`src/rtl/qksp_pkg.sv`:
```
// qksp_pkg: shared widths, codes, types and trend constants for the kernel switch policy
// depends on nothing; imported by every module of the block
`timescale 1ns / 1ps

package qksp_pkg;

   // field widths
   localparam int CONF_W   = 16;
   localparam int ENT_W    = 16;
   localparam int POS_W    = 16;
   localparam int KERN_W   = 3;
   localparam int REASON_W = 4;
   localparam int COUNT_W  = 16;
   localparam int SWCNT_W  = 8;

   // confidence history
   localparam int TREND_DEPTH = 5;
   localparam int NSEL_W      = $clog2(TREND_DEPTH + 1);
   localparam int TREND_W     = 36;
   localparam int EXIT_DEPTH  = 3;
   localparam int EXIT_SUM_W  = CONF_W + 2;

   // configuration port
   localparam int CSR_IDX_W  = 3;
   localparam int CSR_DATA_W = 16;

   localparam logic [CSR_IDX_W-1:0] REG_CONF_LIMIT   = 3'd0;
   localparam logic [CSR_IDX_W-1:0] REG_ENT_LIMIT    = 3'd1;
   localparam logic [CSR_IDX_W-1:0] REG_WARMUP       = 3'd2;
   localparam logic [CSR_IDX_W-1:0] REG_BUDGET       = 3'd3;
   localparam logic [CSR_IDX_W-1:0] REG_EXIT_ENABLE  = 3'd4;
   localparam logic [CSR_IDX_W-1:0] REG_EXIT_MIN_CNT = 3'd5;
   localparam logic [CSR_IDX_W-1:0] REG_EXIT_LEVEL   = 3'd6;

   // commands
   localparam logic CMD_EVALUATE = 1'b0;
   localparam logic CMD_RESTART  = 1'b1;

   // kernel codes
   localparam logic [KERN_W-1:0] KERNEL_LOW = 3'd1;
   localparam logic [KERN_W-1:0] KERNEL_MID = 3'd2;
   localparam logic [KERN_W-1:0] KERNEL_TOP = 3'd4;

   // reason codes
   localparam logic [REASON_W-1:0] REASON_EARLY    = 4'd0;
   localparam logic [REASON_W-1:0] REASON_BUDGET   = 4'd1;
   localparam logic [REASON_W-1:0] REASON_LOW_CONF = 4'd2;
   localparam logic [REASON_W-1:0] REASON_HIGH_ENT = 4'd3;
   localparam logic [REASON_W-1:0] REASON_TREND    = 4'd4;
   localparam logic [REASON_W-1:0] REASON_LOW_OK   = 4'd5;
   localparam logic [REASON_W-1:0] REASON_MID_OK   = 4'd6;
   localparam logic [REASON_W-1:0] REASON_TOP      = 4'd7;
   localparam logic [REASON_W-1:0] REASON_RESTART  = 4'd8;

   // slope limits as 1/div: kernel low -0.1, kernel mid -0.2
   localparam int TREND_DIV_LOW = 10;
   localparam int TREND_DIV_MID = 5;

   // reset values of the registers
   localparam logic [CONF_W-1:0]  RST_CONF_LIMIT   = 16'd45875;
   localparam logic [ENT_W-1:0]   RST_ENT_LIMIT    = 16'd768;
   localparam logic [POS_W-1:0]   RST_WARMUP       = 16'd0;
   localparam logic [SWCNT_W-1:0] RST_BUDGET       = 8'd2;
   localparam logic               RST_EXIT_ENABLE  = 1'b0;
   localparam logic [COUNT_W-1:0] RST_EXIT_MIN_CNT = 16'd0;
   localparam logic [CONF_W-1:0]  RST_EXIT_LEVEL   = 16'd62259;

   typedef struct packed {
      logic [CONF_W-1:0]  conf_limit;
      logic [ENT_W-1:0]   ent_limit;
      logic [POS_W-1:0]   warmup;
      logic [SWCNT_W-1:0] budget;
      logic               exit_enable;
      logic [COUNT_W-1:0] exit_min_count;
      logic [CONF_W-1:0]  exit_level;
   } cfg_type;

   typedef struct packed {
      logic                               command;
      logic [POS_W-1:0]                   position;
      logic [CONF_W-1:0]                  confidence;
      logic [ENT_W-1:0]                   entropy;
      logic [KERN_W-1:0]                  kernel;
   } item_type;

   typedef struct packed {
      logic [TREND_DEPTH-1:0][CONF_W-1:0] window;
      logic [COUNT_W-1:0]                 count;
      logic [SWCNT_W-1:0]                 switches;
   } hist_type;

   typedef struct packed {
      logic                restart;
      logic                record;
      logic                switched;
      logic [CONF_W-1:0]   confidence;
   } hist_upd_type;

   typedef struct packed {
      logic [KERN_W-1:0]   next_kernel;
      logic                switch_now;
      logic [REASON_W-1:0] reason_code;
      logic                exit_early;
   } result_type;

   // sum of x over x = 0 .. n-1
   function automatic int trend_sx(input int n);
      int s;
      s = 0;
      for (int i = 0; i < n; i++) begin
         s = s + i;
      end
      return s;
   endfunction

   // least-squares numerator weight of window entry a (newest first, x = n-1-a)
   function automatic int trend_weight(input int n, input int a);
      return n * (n - 1 - a) - trend_sx(n);
   endfunction

   // least-squares denominator n*sum(x^2) - (sum x)^2
   function automatic int trend_den(input int n);
      int sx2;
      sx2 = 0;
      for (int i = 0; i < n; i++) begin
         sx2 = sx2 + i * i;
      end
      return n * sx2 - trend_sx(n) * trend_sx(n);
   endfunction

endpackage

```
`src/rtl/qksp_csr.sv`:
```
// qksp_csr: configuration registers of the kernel switch policy
// depends on qksp_pkg
`timescale 1ns / 1ps

module qksp_csr (
   input  logic                            clock,
   input  logic                            reset,
   input  logic                            csr_valid,
   output logic                            csr_ready,
   input  logic [qksp_pkg::CSR_IDX_W-1:0]  csr_index,
   input  logic [qksp_pkg::CSR_DATA_W-1:0] csr_data,
   output qksp_pkg::cfg_type               cfg
);
   import qksp_pkg::*;

   cfg_type cfg_ff;
   cfg_type cfg_in;

   assign csr_ready = 1'b1;
   assign cfg       = cfg_ff;

   always_comb begin
      cfg_in = cfg_ff;
      if (csr_valid) begin
         unique case (csr_index)
            REG_CONF_LIMIT:   cfg_in.conf_limit     = csr_data[CONF_W-1:0];
            REG_ENT_LIMIT:    cfg_in.ent_limit      = csr_data[ENT_W-1:0];
            REG_WARMUP:       cfg_in.warmup         = csr_data[POS_W-1:0];
            REG_BUDGET:       cfg_in.budget         = csr_data[SWCNT_W-1:0];
            REG_EXIT_ENABLE:  cfg_in.exit_enable    = csr_data[0];
            REG_EXIT_MIN_CNT: cfg_in.exit_min_count = csr_data[COUNT_W-1:0];
            REG_EXIT_LEVEL:   cfg_in.exit_level     = csr_data[CONF_W-1:0];
            default:          cfg_in = cfg_ff;
         endcase
      end
   end

   always_ff @(posedge clock) begin
      if (reset) begin
         cfg_ff.conf_limit     <= RST_CONF_LIMIT;
         cfg_ff.ent_limit      <= RST_ENT_LIMIT;
         cfg_ff.warmup         <= RST_WARMUP;
         cfg_ff.budget         <= RST_BUDGET;
         cfg_ff.exit_enable    <= RST_EXIT_ENABLE;
         cfg_ff.exit_min_count <= RST_EXIT_MIN_CNT;
         cfg_ff.exit_level     <= RST_EXIT_LEVEL;
      end else begin
         cfg_ff <= cfg_in;
      end
   end

endmodule

```
`src/rtl/qksp_history.sv`:
```
// qksp_history: confidence window, saturating record count and switch count
// depends on qksp_pkg
`timescale 1ns / 1ps

module qksp_history (
   input  logic                   clock,
   input  logic                   reset,
   input  qksp_pkg::hist_upd_type upd,
   output qksp_pkg::hist_type     hist
);
   import qksp_pkg::*;

   hist_type hist_ff;
   hist_type hist_in;

   assign hist = hist_ff;

   always_comb begin
      hist_in = hist_ff;
      if (upd.restart) begin
         hist_in = '0;
      end else if (upd.record) begin
         for (int i = TREND_DEPTH - 1; i > 0; i--) begin
            hist_in.window[i] = hist_ff.window[i-1];
         end
         hist_in.window[0] = upd.confidence;
         if (hist_ff.count != {COUNT_W{1'b1}}) begin
            hist_in.count = hist_ff.count + COUNT_W'(1);
         end
         if (upd.switched && hist_ff.switches != {SWCNT_W{1'b1}}) begin
            hist_in.switches = hist_ff.switches + SWCNT_W'(1);
         end
      end
   end

   always_ff @(posedge clock) begin
      if (reset) begin
         hist_ff <= '0;
      end else begin
         hist_ff <= hist_in;
      end
   end

endmodule

```
`src/rtl/qksp_decide.sv`:
```
// qksp_decide: one-pass switch decision, trend test and early exit test
// depends on qksp_pkg
`timescale 1ns / 1ps

module qksp_decide (
   input  qksp_pkg::item_type     item,
   input  qksp_pkg::cfg_type      cfg,
   input  qksp_pkg::hist_type     hist,
   output qksp_pkg::result_type   result,
   output qksp_pkg::hist_upd_type upd
);
   import qksp_pkg::*;

   logic signed [TREND_W-1:0] num [TREND_DEPTH+1];
   logic [TREND_DEPTH:0]      below_low;
   logic [TREND_DEPTH:0]      below_mid;
   logic [NSEL_W-1:0]         n_sel;
   logic                      trend_ok;
   logic                      trend_low;
   logic                      trend_mid;
   logic [CONF_W+2:0]         conf_x5;
   logic [CONF_W+2:0]         limit_x4;
   logic [ENT_W+1:0]          ent_x2;
   logic [ENT_W+1:0]          limit_x3;
   logic [COUNT_W-1:0]        count_new;
   logic [1:0]                exit_k;
   logic [EXIT_SUM_W-1:0]     exit_sum;
   logic [EXIT_SUM_W-1:0]     exit_bound;
   logic                      switched;
   logic [REASON_W-1:0]       reason;
   logic [KERN_W-1:0]         next_kernel;

   // slope numerator for every window fill of three or more, with constant weights
   always_comb begin
      for (int n = 0; n <= TREND_DEPTH; n++) begin
         num[n]       = '0;
         below_low[n] = 1'b0;
         below_mid[n] = 1'b0;
      end
      for (int n = 3; n <= TREND_DEPTH; n++) begin
         for (int a = 0; a < n; a++) begin
            num[n] = num[n] + TREND_W'(trend_weight(n, a))
                     * $signed({{(TREND_W-CONF_W){1'b0}}, hist.window[a]});
         end
         below_low[n] = (num[n] * TREND_W'(TREND_DIV_LOW))
                        < -(TREND_W'(65536) * TREND_W'(trend_den(n)));
         below_mid[n] = (num[n] * TREND_W'(TREND_DIV_MID))
                        < -(TREND_W'(65536) * TREND_W'(trend_den(n)));
      end
   end

   assign n_sel     = (hist.count >= COUNT_W'(TREND_DEPTH)) ? NSEL_W'(TREND_DEPTH)
                                                          : hist.count[NSEL_W-1:0];
   assign trend_ok  = hist.count >= COUNT_W'(3);
   assign trend_low = trend_ok && below_low[n_sel];
   assign trend_mid = trend_ok && below_mid[n_sel];

   // mid kernel limits scaled: conf < 0.8 L, entropy > 1.5 E
   assign conf_x5  = ({3'b0, item.confidence} << 2) + {3'b0, item.confidence};
   assign limit_x4 = {3'b0, cfg.conf_limit} << 2;
   assign ent_x2   = {2'b0, item.entropy} << 1;
   assign limit_x3 = ({2'b0, cfg.ent_limit} << 1) + {2'b0, cfg.ent_limit};

   always_comb begin
      next_kernel = item.kernel;
      switched    = 1'b0;
      if (item.position < cfg.warmup) begin
         reason = REASON_EARLY;
      end else if (hist.switches >= cfg.budget) begin
         reason = REASON_BUDGET;
      end else if (item.kernel == KERNEL_LOW) begin
         switched    = 1'b1;
         next_kernel = KERNEL_MID;
         if (item.confidence < cfg.conf_limit) begin
            reason = REASON_LOW_CONF;
         end else if (item.entropy > cfg.ent_limit) begin
            reason = REASON_HIGH_ENT;
         end else if (trend_low) begin
            reason = REASON_TREND;
         end else begin
            reason      = REASON_LOW_OK;
            switched    = 1'b0;
            next_kernel = item.kernel;
         end
      end else if (item.kernel == KERNEL_MID) begin
         switched    = 1'b1;
         next_kernel = KERNEL_TOP;
         if (conf_x5 < limit_x4) begin
            reason = REASON_LOW_CONF;
         end else if (ent_x2 > limit_x3) begin
            reason = REASON_HIGH_ENT;
         end else if (trend_mid) begin
            reason = REASON_TREND;
         end else begin
            reason      = REASON_MID_OK;
            switched    = 1'b0;
            next_kernel = item.kernel;
         end
      end else begin
         reason = REASON_TOP;
      end
   end

   // early exit looks at the window after this token is recorded
   assign count_new = (hist.count == {COUNT_W{1'b1}}) ? hist.count
                                                      : hist.count + COUNT_W'(1);
   assign exit_k    = (count_new >= COUNT_W'(EXIT_DEPTH)) ? 2'(EXIT_DEPTH)
                                                          : count_new[1:0];
   assign exit_sum  = {2'b0, item.confidence}
                    + ((exit_k >= 2'd2) ? {2'b0, hist.window[0]} : '0)
                    + ((exit_k >= 2'd3) ? {2'b0, hist.window[1]} : '0);
   assign exit_bound = {2'b0, cfg.exit_level} * {{(EXIT_SUM_W-2){1'b0}}, exit_k};

   always_comb begin
      if (item.command == CMD_RESTART) begin
         result.next_kernel = item.kernel;
         result.switch_now  = 1'b0;
         result.reason_code = REASON_RESTART;
         result.exit_early  = 1'b0;
      end else begin
         result.next_kernel = next_kernel;
         result.switch_now  = switched;
         result.reason_code = reason;
         result.exit_early  = cfg.exit_enable && (count_new >= cfg.exit_min_count)
                              && (exit_sum > exit_bound);
      end
   end

   assign upd.restart    = item.command == CMD_RESTART;
   assign upd.record     = item.command == CMD_EVALUATE;
   assign upd.switched   = switched;
   assign upd.confidence = item.confidence;

endmodule

```
`src/rtl/quant_kernel_switch_policy.sv`:
```
// quant_kernel_switch_policy: top level of the per-token kernel switch policy
// depends on qksp_pkg, qksp_csr, qksp_history, qksp_decide
`timescale 1ns / 1ps

// The block takes one request per clock while req_stall is low and returns one
// response per request. An accepted request is registered first in the input
// register and then in the response register, which loads only when it is empty
// or being drained. The decision, the least-squares trend test over up to the last
// five recorded confidences and the early-exit average are worked out in a single
// combinational pass from the input register into the response register, and the
// history (confidence window, record count, switch count) is updated at the same
// edge the response is registered, so the following request always sees the
// history left by the one before it. Throughput is one request per cycle while
// the response side is not stalled, set by that one pass; a stalled response holds
// the result register and back-pressure reaches the request side only once the
// input register is also full. Configuration registers are written through the csr
// port, one per cycle, and should be written only while no request is in flight.
module quant_kernel_switch_policy (
   input  logic                            clock,
   input  logic                            reset,
   // request channel
   input  logic                            req_valid,
   output logic                            req_stall,
   input  logic                            req_command,
   input  logic [qksp_pkg::POS_W-1:0]      req_token_position,
   input  logic [qksp_pkg::CONF_W-1:0]     req_token_confidence,
   input  logic [qksp_pkg::ENT_W-1:0]      req_token_entropy,
   input  logic [qksp_pkg::KERN_W-1:0]     req_active_kernel,
   // response channel
   output logic                            rsp_valid,
   input  logic                            rsp_stall,
   output logic [qksp_pkg::KERN_W-1:0]     rsp_next_kernel,
   output logic                            rsp_switch_now,
   output logic [qksp_pkg::REASON_W-1:0]   rsp_reason_code,
   output logic                            rsp_exit_early,
   // configuration write channel
   input  logic                            csr_valid,
   output logic                            csr_ready,
   input  logic [qksp_pkg::CSR_IDX_W-1:0]  csr_index,
   input  logic [qksp_pkg::CSR_DATA_W-1:0] csr_data
);
   import qksp_pkg::*;

   cfg_type      cfg;
   hist_type     hist;
   hist_upd_type dec_upd;
   hist_upd_type hist_upd;
   result_type   dec_result;

   // input register
   logic         item_valid_ff;
   logic         item_valid_in;
   item_type     item_ff;

   // response register
   logic         rsp_valid_ff;
   logic         rsp_valid_in;
   result_type   rsp_ff;

   logic         req_accept;
   logic         rsp_free;
   logic         item_go;

   // response register can take a new result when empty or being drained
   assign rsp_free   = !rsp_valid_ff || !rsp_stall;
   assign item_go    = item_valid_ff && rsp_free;
   assign req_stall  = item_valid_ff && !rsp_free;
   assign req_accept = req_valid && !req_stall;

   assign item_valid_in = req_accept || (item_valid_ff && !rsp_free);
   assign rsp_valid_in  = item_go || (rsp_valid_ff && rsp_stall);

   always_ff @(posedge clock) begin
      if (reset) begin
         item_valid_ff <= 1'b0;
         rsp_valid_ff  <= 1'b0;
      end else begin
         item_valid_ff <= item_valid_in;
         rsp_valid_ff  <= rsp_valid_in;
      end
   end

   // payload registers, no reset needed
   always_ff @(posedge clock) begin
      if (req_accept) begin
         item_ff.command    <= req_command;
         item_ff.position   <= req_token_position;
         item_ff.confidence <= req_token_confidence;
         item_ff.entropy    <= req_token_entropy;
         item_ff.kernel     <= req_active_kernel;
      end
   end

   always_ff @(posedge clock) begin
      if (item_go) begin
         rsp_ff <= dec_result;
      end
   end

   // history only moves when the item leaves for the response register
   assign hist_upd.restart    = item_go && dec_upd.restart;
   assign hist_upd.record     = item_go && dec_upd.record;
   assign hist_upd.switched   = dec_upd.switched;
   assign hist_upd.confidence = dec_upd.confidence;

   qksp_csr u_csr (
      .clock     (clock),
      .reset     (reset),
      .csr_valid (csr_valid),
      .csr_ready (csr_ready),
      .csr_index (csr_index),
      .csr_data  (csr_data),
      .cfg       (cfg)
   );

   qksp_history u_history (
      .clock (clock),
      .reset (reset),
      .upd   (hist_upd),
      .hist  (hist)
   );

   qksp_decide u_decide (
      .item   (item_ff),
      .cfg    (cfg),
      .hist   (hist),
      .result (dec_result),
      .upd    (dec_upd)
   );

   assign rsp_valid       = rsp_valid_ff;
   assign rsp_next_kernel = rsp_ff.next_kernel;
   assign rsp_switch_now  = rsp_ff.switch_now;
   assign rsp_reason_code = rsp_ff.reason_code;
   assign rsp_exit_early  = rsp_ff.exit_early;

endmodule
```
`config.mk`:
```
export PLATFORM = sky130hd
export DESIGN_NAME = quant_kernel_switch_policy
export DESIGN_NICKNAME = d
export VERILOG_FILES = /design/src/rtl/qksp_pkg.sv /design/src/rtl/qksp_csr.sv /design/src/rtl/qksp_history.sv /design/src/rtl/qksp_decide.sv /design/src/rtl/quant_kernel_switch_policy.sv
export SDC_FILE = /design/constraint.sdc
export NUM_CORES = 1
export LEC_CHECK = 0
export ABC_AREA = 0
export BUFFER_PORTS_ARGS = -buffer_cell sky130_fd_sc_hd__buf_2
export CORE_MARGIN = 2
export CORE_UTILIZATION = 35
export CTS_BUF_LIST = sky130_fd_sc_hd__clkbuf_16
export DETAILED_ROUTE_END_ITERATION = 10
export HOLD_SLACK_MARGIN = 0.12
export PLACE_DENSITY = 0.56
export SLEW_MARGIN = 20
export SYNTH_ARGS = -nofsm -noshare
export SYNTH_HDL_FRONTEND = slang
export SYNTH_SLANG_ARGS = --single-unit
```
`constraint.sdc`:
```
create_clock -name clock -period 14 [get_ports clock]
set_input_delay 0.7 -clock clock [delete_from_list [all_inputs] [get_ports clock]]
set_output_delay 0.7 -clock clock [all_outputs]
set_load 0.02 [all_outputs]
```
==> metrics.yaml <==
cts_made_buffers: 34
setup_viol: 0
synth_nets: 5213
start_util_pct: 35.25
switching_share_pct: 30.68
cts_setup_buffers: 0
nets: 5235
htree_num_levels: 2
fmax_mhz: 85.98
clkPwrFrac_pct: 42.3
core-area_mm2: 0.09828
r2r_cells: 48
hold_class: "in -> reg"
fin_setup_tns_ns: 0
drc: 0
synth_edf_count: 61
clk_pin_slew_ns: 0.06
finalHoldViolations: 0
critPathTopFamily: "compound AO/OA/AOI/OAI gates"
ys_ff_latch: 256
post_cts_resize_count: 0
yosysSeqAreaShare_pct: 16.56
antenna_found_initial: 3
die_area_mm2: 0.1015
syn-instance-count: 4282
period_share_pct: 83.08
vias: 29100
power_leakage_nw: 18.33
grt_max_degree: 94
min_from: "req_token_position[0]"
grt_pass1_vias: 28340
switching_power_mw: 0.6572
relSlewSlack_pct: 26.08
slowest_delay_ns: 0.75
placedCellCount: 5555
seq_power_share_pct: 37.2
fillers: 10240
ys_types: 91
gr-usage-all-layers_pct: 17.89
slowest_stage: "nor4_4"
synth_warnings: 0
die_y_um: 318.6
worstPathRequired_ns: 14.40
grt_pass1_wl_mm: 149.7
internal_power_mw: 1.485
multi_input_area_mm2: 0.02654
period_needed_ns: 11.63
crit_arrival_ns: 12.04
drtAntennaViolNets: 0
cts_root_buf: "clkbuf_16"
end_kind: "flop"
hold_depth: 1
worstMarginPinSlew_ns: 1.105
areaGrowthSynthToFinish_pct: 8.272
synth-main-ff-cell: "dfxtp_1"
postCtsHoldBufs: 0
clkLatencyLatePin_ns: 0.56
rr_startpoint: "u_history.hist[24]"
max_cap_violations: 0
p_per_area_mw_per_mm2: 57.12
reg2reg_slack_ns: 2.37
clock_skew_ns: 0.03119
cpMostUsedCell: "a21oi_1"
critPathBufInv: 3
comb_power_share_pct: 20.5
outcome: "completed"
syn_area_per_cell_um2: 8.090
numClockSinks: 256
viasPerCell: 5.183
dr.pass1.iters: 5
peakVddDrop_mv: 0.09313
rows: 115
path_class: "reg -> reg"
worstPathMaxFanout: 14
wirelength_mm: 91.45
hold_path_end: "item_ff[35]"
finalMaxSlewViolations: 0
hpwl_mm: 73.92
seqCellArea_mm2: 0.005736
final_cells: 5615
die_w_um: 318.6
io_pins: 88
rsz0062_at_grt: "false"
gp_congestion: 0.8767
async_reset_ff_share_pct: 0
cts_buffer_depth: 3
wl_per_cell_um: 16.29
reg2reg_to: "u_history.hist[7]"
io_buffers: 86
overflow: 0
start_kind: "flop"
synth_area_mm2: 0.03464
drt-initial-drc-count: 1515
drive_above_1_share_pct: 4.645
cts_tree: "done"
==> final cells by class <==
| cell class | instances | area share (%) |
|---|---|---|
| inverters | 518 | 5.184 |
| clock inverters | 24 | 0.6906 |
| flip-flops and latches | 256 | 15.29 |
| clock buffers | 35 | 2.335 |
| diodes | 1 | 0.006672 |
| multi-input cells | 3395 | 70.77 |
| repair buffers | 99 | 1.425 |
| well taps | 1287 | 4.294 |
==> cell usage after synthesis, drive strengths merged (23+ instances only) <==
library cell,instances,share of area (%)
ha,726,26
inv,517,5.6
a21oi,427,6.2
nand2,384,4.2
nor2,280,3.0
dfxtp,195,11
xnor2,191,4.8
o21ai,180,2.6
fa,129,7.5
nor3,121,1.7
a21o,114,2.5
clkbuf,98,1.1
nand3,76,1.1
nor2b,67,1.2
edfxtp,61,5.3
o21bai,61,1.3
xor2,53,1.3
nand2b,45,0.81
o21a,43,0.93
nand4,41,0.78
nand3b,39,0.85
and2,37,0.67
and3,35,0.65
a211oi,29,0.69
a211o,25,0.63
a21boi,23,0.50
==> power by group through the flow <==
stage | Clock [mW] | Combinational (mW) | Sequential, mW
finish | 0.905 | 0.440 | 0.797
global route | 0.959 | 0.502 | 0.800
CTS | 0.932 | 0.445 | 0.798
detailed placement | 0 | 0.442 | 0.814
global placement | 0 | 0.437 | 0.814
floorplan | 0 | 0.322 | 0.806
==> cells in the final DEF (no fill, tap or decap), types with 39 or more instances in the layout <==
cell	netlist	final
xnor2_1	191	191
xor2_1	53	53
nand2_1	384	383
a21oi_1	424	424
buf_2	2	85
ha_1	726	726
nand4_1	40	40
fa_1	129	129
nand3b_1	39	39
nor2_1	280	279
o21a_1	43	43
edfxtp_1	61	61
a21o_1	114	114
nor2b_1	67	66
o21ai_0	172	172
dfxtp_1	195	195
inv_1	517	521
nand3_1	75	75
o21bai_1	60	60
nor3_1	121	120
nand2b_1	45	45
==> per-stage QoR <==
stage / cell area, um^2 / power [mW] / hold slack (ns) / utilization (%) / worst slack [ns]
6_report: 37500 / 2.142 / 0.3117 / 38.16 / 2.369
3_3_place_gp: 36360 / 1.251 / 0.4432 / 37.00 / 2.645
3_5_place_dp: 36360 / 1.256 / 0.4476 / 37.00 / 2.486
4_1_cts: 37500 / 2.175 / 0.2748 / 38.16 / 2.441
2_1_floorplan: 34640 / 1.128 / 0.4244 / - / 4.180
5_1_grt: 37500 / 2.261 / 0.2811 / 38.16 / 1.295
==> kinds of logic (layout without fill, tap and decap cells) <==
group | count (synthesis) | after routing | synth area share, %
AND/OR/NAND/NOR | 1218 | 1218 | 17.05
AO/OA/AOI/OAI | 1063 | 1063 | 19.24
adder cells (fa/ha/maj) | 855 | 855 | 33.68
buffers and inverters | 631 | 676 | 6.881
flip-flops | 256 | 256 | 16.56
XOR/XNOR | 244 | 244 | 6.169
multiplexers | 14 | 14 | 0.4118
other | 1 | 2 | 0.01083
==> metal layers <==
metal	up-vias	track usage [%]	wire [um]
met1	13520	24.26	44110
met5	-	0	14
li1	15040	-	-
met2	445	30.60	42300
met3	95	1.654	2973
met4	4	4.107	2050
==> registers in the layout, summed over array words and instances, names as in the netlist <==
name	count
item_ff	52
item_valid_ff	1
rsp_exit_early	1
rsp_next_kernel	3
rsp_reason_code	4
rsp_switch_now	1
rsp_valid	1
u_csr.cfg	89
u_history.hist	104
==> how the worst max path moves through the flow <==
| stage | from | endpoint | slack, ns | depth (start not counted) |
|---|---|---|---|---|
| after floorplan | u_history.hist[74] | u_history.hist[2] | 4.18 | 45 |
| after global placement | u_history.hist[90] | u_history.hist[3] | 2.65 | 46 |
| after detailed placement | u_history.hist[24] | u_history.hist[7] | 2.49 | 48 |
| after CTS | u_history.hist[24] | u_history.hist[7] | 2.44 | 48 |
| after global routing | u_history.hist[89] | u_history.hist[2] | 1.30 | 48 |
| final | u_history.hist[24] | u_history.hist[7] | 2.37 | 48 |
(Power assumes the default switching activity.)
